**config.mk**
```make
export PLATFORM = sky130hd
export DESIGN_NAME = length_prefixed_packet_deframer_top
export DESIGN_NICKNAME = d
export VERILOG_FILES = /design/src/lpd_pkg.sv /design/src/lpd_front.sv /design/src/lpd_queue.sv /design/src/lpd_back.sv /design/src/length_prefixed_packet_deframer_top.sv
export SDC_FILE = /design/constraint.sdc
export NUM_CORES = 1
export LEC_CHECK = 0
export ABC_AREA = 1
export BUFFER_PORTS_ARGS = -buffer_cell sky130_fd_sc_hd__buf_4
export CAP_MARGIN = 20
export CORE_ASPECT_RATIO = 0.9
export CORE_MARGIN = 4
export CORE_UTILIZATION = 54
export CTS_CLUSTER_SIZE = 20
export DETAILED_ROUTE_END_ITERATION = 10
export GPL_ROUTABILITY_DRIVEN = 0
export PLACE_DENSITY = 0.71
export SLEW_MARGIN = 20
export SYNTH_ARGS = -nofsm -noshare
export SYNTH_HDL_FRONTEND = slang
export SYNTH_HIERARCHICAL = 1
export SYNTH_SLANG_ARGS = --single-unit
```
**constraint.sdc**
```tcl
create_clock -name clock -period 10.74 [get_ports clock]
set_input_delay 1.074 -clock clock [delete_from_list [all_inputs] [get_ports clock]]
set_output_delay 1.074 -clock clock [all_outputs]
set_load 0.005 [all_outputs]
```
**src/lpd_pkg.sv**
```systemverilog
// ----------------------------------------------------------------------------
// lpd_pkg
// Shared types and constants of the length-prefixed packet deframer.
// ----------------------------------------------------------------------------
package lpd_pkg;

   localparam int unsigned LenWidth   = 24;
   localparam int unsigned CountWidth = 31;
   localparam int unsigned SeqWidth   = 8;
   localparam int unsigned ByteWidth  = 8;

   localparam logic [LenWidth-1:0]   MaxChunk       = 24'hffffff;
   localparam logic [CountWidth-1:0] MaxMessageInit = 31'd67108864;

   typedef enum logic [0:0] {
      CMD_BYTE  = 1'b0,
      CMD_CLEAR = 1'b1
   } cmd_type;

   typedef enum logic [1:0] {
      KIND_PAYLOAD   = 2'd0,
      KIND_END_EMPTY = 2'd1,
      KIND_SEQ_ERROR = 2'd2,
      KIND_TOO_LARGE = 2'd3
   } kind_type;

   typedef struct packed {
      kind_type              kind;
      logic [ByteWidth-1:0]  payload_byte;
      logic                  last;
      logic [CountWidth-1:0] message_bytes;
      logic [SeqWidth-1:0]   chunk_sequence;
   } rslt_type;

endpackage

```
**src/lpd_front.sv**
```systemverilog
// ----------------------------------------------------------------------------
// lpd_front
// Header parser, sequence and size checker; emits at most one result per byte.
// ----------------------------------------------------------------------------
module lpd_front
   import lpd_pkg::*;
(
   input  logic                  clock,
   input  logic                  reset,
   input  logic                  csr_wr_en,
   input  logic [CountWidth-1:0] csr_wr_data,
   input  logic                  beat_accept,
   input  cmd_type               beat_cmd,
   input  logic [ByteWidth-1:0]  beat_byte,
   output logic                  rslt_valid,
   output rslt_type              rslt
);

   logic [1:0]            hdr_pos_ff, hdr_pos_in;
   logic [LenWidth-1:0]   len_asm_ff, len_asm_in;
   logic [LenWidth-1:0]   left_ff, left_in;
   logic [SeqWidth-1:0]   exp_seq_ff, exp_seq_in;
   logic [CountWidth-1:0] acc_ff, acc_in;
   logic                  full_ff, full_in;
   logic                  in_payload_ff, in_payload_in;
   logic                  failed_ff, failed_in;
   logic [CountWidth-1:0] max_size_ff;
   logic [CountWidth:0]   size_sum;
   logic [CountWidth-1:0] acc_inc;

   assign size_sum = {1'b0, acc_ff} + {{(CountWidth+1-LenWidth){1'b0}}, len_asm_ff};
   assign acc_inc  = acc_ff + {{(CountWidth-1){1'b0}}, 1'b1};

   always_comb begin
      hdr_pos_in    = hdr_pos_ff;
      len_asm_in    = len_asm_ff;
      left_in       = left_ff;
      exp_seq_in    = exp_seq_ff;
      acc_in        = acc_ff;
      full_in       = full_ff;
      in_payload_in = in_payload_ff;
      failed_in     = failed_ff;
      rslt_valid    = 1'b0;
      rslt          = '{kind: KIND_PAYLOAD, payload_byte: '0, last: 1'b0,
                        message_bytes: acc_ff, chunk_sequence: beat_byte};
      if (beat_accept) begin
         if (beat_cmd == CMD_CLEAR) begin
            hdr_pos_in    = '0;
            len_asm_in    = '0;
            left_in       = '0;
            exp_seq_in    = '0;
            acc_in        = '0;
            full_in       = 1'b0;
            in_payload_in = 1'b0;
            failed_in     = 1'b0;
         end else if (!failed_ff) begin
            if (in_payload_ff) begin
               rslt_valid          = 1'b1;
               rslt.payload_byte   = beat_byte;
               rslt.message_bytes  = acc_inc;
               rslt.chunk_sequence = exp_seq_ff - {{(SeqWidth-1){1'b0}}, 1'b1};
               acc_in              = acc_inc;
               left_in             = left_ff - {{(LenWidth-1){1'b0}}, 1'b1};
               if (left_ff == {{(LenWidth-1){1'b0}}, 1'b1}) begin
                  in_payload_in = 1'b0;
                  hdr_pos_in    = '0;
                  if (!full_ff) begin
                     rslt.last = 1'b1;
                     acc_in    = '0;
                  end
               end
            end else if (hdr_pos_ff != 2'd3) begin
               hdr_pos_in = hdr_pos_ff + 2'd1;
               case (hdr_pos_ff)
                  2'd0:    len_asm_in[7:0]   = beat_byte;
                  2'd1:    len_asm_in[15:8]  = beat_byte;
                  default: len_asm_in[23:16] = beat_byte;
               endcase
            end else begin
               hdr_pos_in = '0;
               len_asm_in = '0;
               if (beat_byte != exp_seq_ff) begin
                  failed_in  = 1'b1;
                  rslt_valid = 1'b1;
                  rslt.kind  = KIND_SEQ_ERROR;
               end else begin
                  exp_seq_in = exp_seq_ff + {{(SeqWidth-1){1'b0}}, 1'b1};
                  if (len_asm_ff == '0) begin
                     rslt_valid = 1'b1;
                     rslt.kind  = KIND_END_EMPTY;
                     rslt.last  = 1'b1;
                     acc_in     = '0;
                  end else if (size_sum >= {1'b0, max_size_ff}) begin
                     failed_in  = 1'b1;
                     rslt_valid = 1'b1;
                     rslt.kind  = KIND_TOO_LARGE;
                  end else begin
                     left_in       = len_asm_ff;
                     full_in       = (len_asm_ff == MaxChunk);
                     in_payload_in = 1'b1;
                  end
               end
            end
         end
      end
   end

   always_ff @(posedge clock) begin
      if (reset) begin
         hdr_pos_ff    <= '0;
         len_asm_ff    <= '0;
         left_ff       <= '0;
         exp_seq_ff    <= '0;
         acc_ff        <= '0;
         full_ff       <= 1'b0;
         in_payload_ff <= 1'b0;
         failed_ff     <= 1'b0;
         max_size_ff   <= MaxMessageInit;
      end else begin
         hdr_pos_ff    <= hdr_pos_in;
         len_asm_ff    <= len_asm_in;
         left_ff       <= left_in;
         exp_seq_ff    <= exp_seq_in;
         acc_ff        <= acc_in;
         full_ff       <= full_in;
         in_payload_ff <= in_payload_in;
         failed_ff     <= failed_in;
         if (csr_wr_en) begin
            max_size_ff <= csr_wr_data;
         end
      end
   end

endmodule

```
**src/lpd_queue.sv**
```systemverilog
// ----------------------------------------------------------------------------
// lpd_queue
// Small result queue between the parser and the output stage.
// ----------------------------------------------------------------------------
module lpd_queue
   import lpd_pkg::*;
#(
   parameter int unsigned Depth = 4
)
(
   input  logic     clock,
   input  logic     reset,
   input  logic     push,
   input  rslt_type push_data,
   input  logic     pop,
   output rslt_type pop_data,
   output logic     empty,
   output logic     full
);

   localparam int unsigned PtrWidth = (Depth > 1) ? $clog2(Depth) : 1;
   localparam int unsigned CntWidth = $clog2(Depth + 1);
   localparam logic [PtrWidth-1:0] LastPtr = PtrWidth'(Depth - 1);
   localparam logic [CntWidth-1:0] FullCnt = CntWidth'(Depth);

   rslt_type              mem [Depth];
   logic [PtrWidth-1:0]   wr_ptr_ff, rd_ptr_ff;
   logic [CntWidth-1:0]   cnt_ff;
   logic                  do_push, do_pop;

   assign empty    = (cnt_ff == '0);
   assign full     = (cnt_ff == FullCnt);
   assign do_push  = push && !full;
   assign do_pop   = pop && !empty;
   assign pop_data = mem[rd_ptr_ff];

   always_ff @(posedge clock) begin
      if (do_push) begin
         mem[wr_ptr_ff] <= push_data;
      end
   end

   always_ff @(posedge clock) begin
      if (reset) begin
         wr_ptr_ff <= '0;
         rd_ptr_ff <= '0;
         cnt_ff    <= '0;
      end else begin
         if (do_push) begin
            wr_ptr_ff <= (wr_ptr_ff == LastPtr) ? '0 : wr_ptr_ff + PtrWidth'(1);
         end
         if (do_pop) begin
            rd_ptr_ff <= (rd_ptr_ff == LastPtr) ? '0 : rd_ptr_ff + PtrWidth'(1);
         end
         if (do_push && !do_pop) begin
            cnt_ff <= cnt_ff + CntWidth'(1);
         end else if (do_pop && !do_push) begin
            cnt_ff <= cnt_ff - CntWidth'(1);
         end
      end
   end

endmodule

```
**src/lpd_back.sv**
```systemverilog
// ----------------------------------------------------------------------------
// lpd_back
// Output stage: holds one result beat and packs it onto the result channel.
// ----------------------------------------------------------------------------
module lpd_back
   import lpd_pkg::*;
(
   input  logic        clock,
   input  logic        reset,
   input  logic        q_empty,
   input  rslt_type    q_data,
   output logic        q_pop,
   output logic        rsp_tvalid,
   input  logic        rsp_tready,
   output logic [47:0] rsp_tdata,
   output logic [1:0]  rsp_tuser,
   output logic        rsp_tlast
);

   logic     valid_ff;
   rslt_type out_ff;

   assign q_pop = !q_empty && (!valid_ff || rsp_tready);

   always_ff @(posedge clock) begin
      if (reset) begin
         valid_ff <= 1'b0;
      end else if (q_pop) begin
         valid_ff <= 1'b1;
      end else if (rsp_tready) begin
         valid_ff <= 1'b0;
      end
   end

   always_ff @(posedge clock) begin
      if (q_pop) begin
         out_ff <= q_data;
      end
   end

   assign rsp_tvalid = valid_ff;
   assign rsp_tuser  = out_ff.kind;
   assign rsp_tlast  = out_ff.last;
   assign rsp_tdata  = {1'b0, out_ff.chunk_sequence, out_ff.message_bytes,
                        out_ff.payload_byte};

endmodule

```
**src/length_prefixed_packet_deframer_top.sv**
```systemverilog
// ----------------------------------------------------------------------------
// length_prefixed_packet_deframer_top
// Deframer for length-prefixed, sequence-numbered chunks on a byte stream.
// ----------------------------------------------------------------------------
// The block takes one byte beat per clock and gives at most one result beat
// per byte. Each chunk opens with a 24-bit little-endian length and a sequence
// byte; payload bytes then pass through, and each result is registered first in
// the queue and then in the output register. The result queue of QUEUE_DEPTH
// entries lets the input keep running while the result side stalls; the input
// stalls only once that queue fills.
module length_prefixed_packet_deframer_top
   import lpd_pkg::*;
#(
   parameter int unsigned QUEUE_DEPTH = 4
)
(
   input  logic        clock,
   input  logic        reset,
   input  logic        csr_wr_en,
   input  logic [30:0] csr_wr_data,   // max_message_size
   input  logic        req_tvalid,
   output logic        req_tready,
   input  logic [7:0]  req_tdata,     // data_byte
   input  logic        req_tuser,     // command
   output logic        rsp_tvalid,
   input  logic        rsp_tready,
   output logic [47:0] rsp_tdata,     // payload_byte, message_bytes, chunk_sequence
   output logic [1:0]  rsp_tuser,     // kind
   output logic        rsp_tlast
);

   logic     beat_accept;
   logic     rslt_valid;
   rslt_type rslt;
   rslt_type q_data;
   logic     q_empty, q_full, q_pop;

   assign req_tready  = !q_full;
   assign beat_accept = req_tvalid && req_tready;

   lpd_front u_front (
      .clock       (clock),
      .reset       (reset),
      .csr_wr_en   (csr_wr_en),
      .csr_wr_data (csr_wr_data),
      .beat_accept (beat_accept),
      .beat_cmd    (cmd_type'(req_tuser)),
      .beat_byte   (req_tdata),
      .rslt_valid  (rslt_valid),
      .rslt        (rslt)
   );

   lpd_queue #(
      .Depth (QUEUE_DEPTH)
   ) u_queue (
      .clock     (clock),
      .reset     (reset),
      .push      (rslt_valid),
      .push_data (rslt),
      .pop       (q_pop),
      .pop_data  (q_data),
      .empty     (q_empty),
      .full      (q_full)
   );

   lpd_back u_back (
      .clock      (clock),
      .reset      (reset),
      .q_empty    (q_empty),
      .q_data     (q_data),
      .q_pop      (q_pop),
      .rsp_tvalid (rsp_tvalid),
      .rsp_tready (rsp_tready),
      .rsp_tdata  (rsp_tdata),
      .rsp_tuser  (rsp_tuser),
      .rsp_tlast  (rsp_tlast)
   );

endmodule

```
==> metrics.txt <==
Synth Area in Adders 4.81%; Pins Over Slew Limit 0; post_cts resized 0; Total Power 4.16 mW; pwr dens 198 nW/um^2; Levels on crit path 29; most common cell after layout, fill and taps aside nor2_1; CP Data Required Time 11.18 ns; Tcrit/Tclk final 51.2%; overall global routing resource usage between 20 and 25%; max incr delay on CP around 0.46 ns; hold path cells 2; mean area per synthesized cell ~9.4 sq um; Hold Path Class reg -> reg; GR Overflow Total 0; Bufs on Longest Clock Path 3; initial antenna violation count 0; hold violation count in the final report 0; status completed; die extent in x 205 um; crit path kind reg -> reg; DR vias/cell 5.59; post-synthesis cell area 18800 sq um; largest net degree at the start of global routing 101; Post-Syn Nets around 2100; htree depth 2; WL per Instance 17.2 um; die area 37800 sq um; worst reg2reg startpoint u_front/acc_ff[0]$_SDFFE_PP0P_; first-pass GRT wire length 69.9 mm; DRT iter0 DRCs 1398; crit start category flop; Final nets 2192; post-synthesis xor/xnor area fraction 3.64%; I/O pin count 98; hold_ws 0.463 ns; Crit path top cell by count inv_1; worst reg2reg path depth 29; Post-Route WL approximately 44 mm; Syn. warnings 6; worst path bufs/invs 5; Syn-to-layout area delta 12.0%; core area 34100 sq um; dpl hpwl 30.4 mm; Async SR Flop Fraction 0%; Post-Synth Simple-Gate Area 16.1%; Hold-fix buffers, CTS 0; setup TNS 0 ns; Synth cell types 64; layout cells sized above 1 10.8%; Starting Density roughly 55%; mux cell area share after synthesis 0%; drt drc 0; max_cap viols 0; Max transition margin between 30% and 40%; worst vdd ir 0.137 mV; Fin Clk Skew ~0.018 ns; LEAKAGE 8.29 nW; DRT Pass-1 Iters 6; via count around 14000; worst slew pin tran 0.938 ns; register bit total from synthesis 383; largest family of logic cells by synthesized area simple AND/OR/NAND/NOR gates; die height 185 um; Mapped Cells 1998; Critical Path AT 5.94 ns; cell family with the largest share of critical-path delay compound AO/OA/AOI/OAI gates; clk slew on worst S/H paths roughly 0.06 ns; Root Driver clkbuf_16; # setup viols final 0; Compound-Gate Fraction of Synth Area a little over an eighth; Achievable Freq 0.182 GHz; CTS buffer count 41; IO Port Bufs 96; Post-CTS Setup Inserts 0; CP max-delay cell dfxtp_1; commonest non-fill, non-tap cells in the layout nor2_1, nand2_1, edfxtp_1, inv_1, a21oi_1; Clk Latency, worst-skew pair around 0.55 ns; sequential-to-total area share from yosys stat 54.2%; fin crit period 5.50 ns; critical-path maximum fanout 7; CP startpoint u_front/acc_ff[0]$_SDFFE_PP0P_; Clock Sinks 383; Synth Flop Type edfxtp_1; vias in the first global route 13300; CTS tree yes; RSZ-0062 raised after global routing false; Site Rows 64; r2r setup slk 5.24 ns; CP Capture Type flop; Antenna Cells 0; Post-synth EDFFs 250; DRT antenna net count 0; hold path start u_front/max_size_ff[4]$_SDFFE_PP0P_
-- path summary, 6_finish.rpt --
path                                          to
max               u_queue/cnt_ff[1]$_SDFFE_PP0P_
min          u_front/max_size_ff[4]$_SDFFE_PP0P_
max reg2reg       u_queue/cnt_ff[1]$_SDFFE_PP0P_
min reg2reg  u_front/max_size_ff[4]$_SDFFE_PP0P_
-- kinds of logic after synthesis --
kind of cell    after synthesis
compound gates              470
xor+xnor                     78
fa+ha+maj                    71
buf+inv                     304
flops                       383
other cells                   1
simple gates                691
-- synthesized netlist by cell type (14+ instances only) --
library cell | instances | area share, %
nand3_1 | 63 | 1.7
ha_1 | 69 | 4.6
o21ai_1 | 72 | 1.9
edfxtp_1 | 250 | 40
a21oi_1 | 158 | 4.2
nand2_1 | 255 | 5.1
nand4_1 | 28 | 0.93
o21ai_0 | 135 | 3.6
nor4_1 | 15 | 0.50
nor3_1 | 25 | 0.67
buf_2 | 14 | 0.37
xor2_1 | 63 | 2.9
dfxtp_1 | 133 | 14
clkbuf_1 | 27 | 0.54
nor2_1 | 265 | 5.3
inv_1 | 214 | 4.3
o22ai_1 | 54 | 1.8
xnor2_1 | 15 | 0.70
-- metrics by stage --
| step | instances | setup WS (ns) | area (sq um) | util, % |
|---|---|---|---|---|
| 2_1_floorplan | 1998 | 4.76 | 18800 | - |
| 3_3_place_gp | 2495 | 5.44 | 19700 | 57.6 |
| 3_5_place_dp | 2495 | 5.31 | 19700 | 57.6 |
| 4_1_cts | 2571 | 5.31 | 21000 | 61.6 |
| 5_1_grt | 2571 | 4.78 | 21000 | 61.6 |
| 6_report | 2571 | 5.24 | 21000 | 61.6 |
-- worst reg2reg max path, delay by kind of cell (launching register included) --
family,cells,cell delay (ns)
DFF,1,0.46
AOI/OAI and AO/OA,9,1.70
and+or+nand+nor,9,1.19
buffers and inverters,5,0.34
xor gates and xnor gates,1,0.18
adders and majority gates,5,1.53
-- layer usage --
layer,vias up,track usage [%],part of all wire (%)
met2,513,37.2,45
li1,7022,-,-
met5,-,0,0
met4,0,6.11,2.2
met3,67,3.26,7.0
met1,6768,32.8,46
-- flip-flops by register name, indices dropped and copies added (netlist names), 2 cells and up, named ones only --
register and count:
u_back/rsp_tdata 47, u_queue/mem 200, u_front/len_asm_ff 24, u_queue/rd_ptr_ff 2, u_queue/wr_ptr_ff 2, u_front/max_size_ff 31, u_front/hdr_pos_ff 2, u_queue/cnt_ff 3
u_front/left_ff 24, u_back/rsp_tuser 2, u_front/exp_seq_ff 8, u_front/acc_ff 31
-- power by group --
part           switching [mW]  internal (mW)  leakage [nW]
combinational           0.559          0.330          4.19
sequential             0.0947           1.77          3.42
clock                   0.568          0.833         0.675
total                    1.22           2.94          8.29
-- layout make-up --
type / instances / area (sq um)
clock buffer: 60 / 1210
clock inverter: 16 / 151
fill: 2888 / 13100
inverter: 232 / 886
multi-input combinational: 1311 / 7220
sequential: 383 / 10200
tap: 462 / 578
timing repair buffer: 107 / 803
No activity file was read; power rests on OpenSTA's default activity.
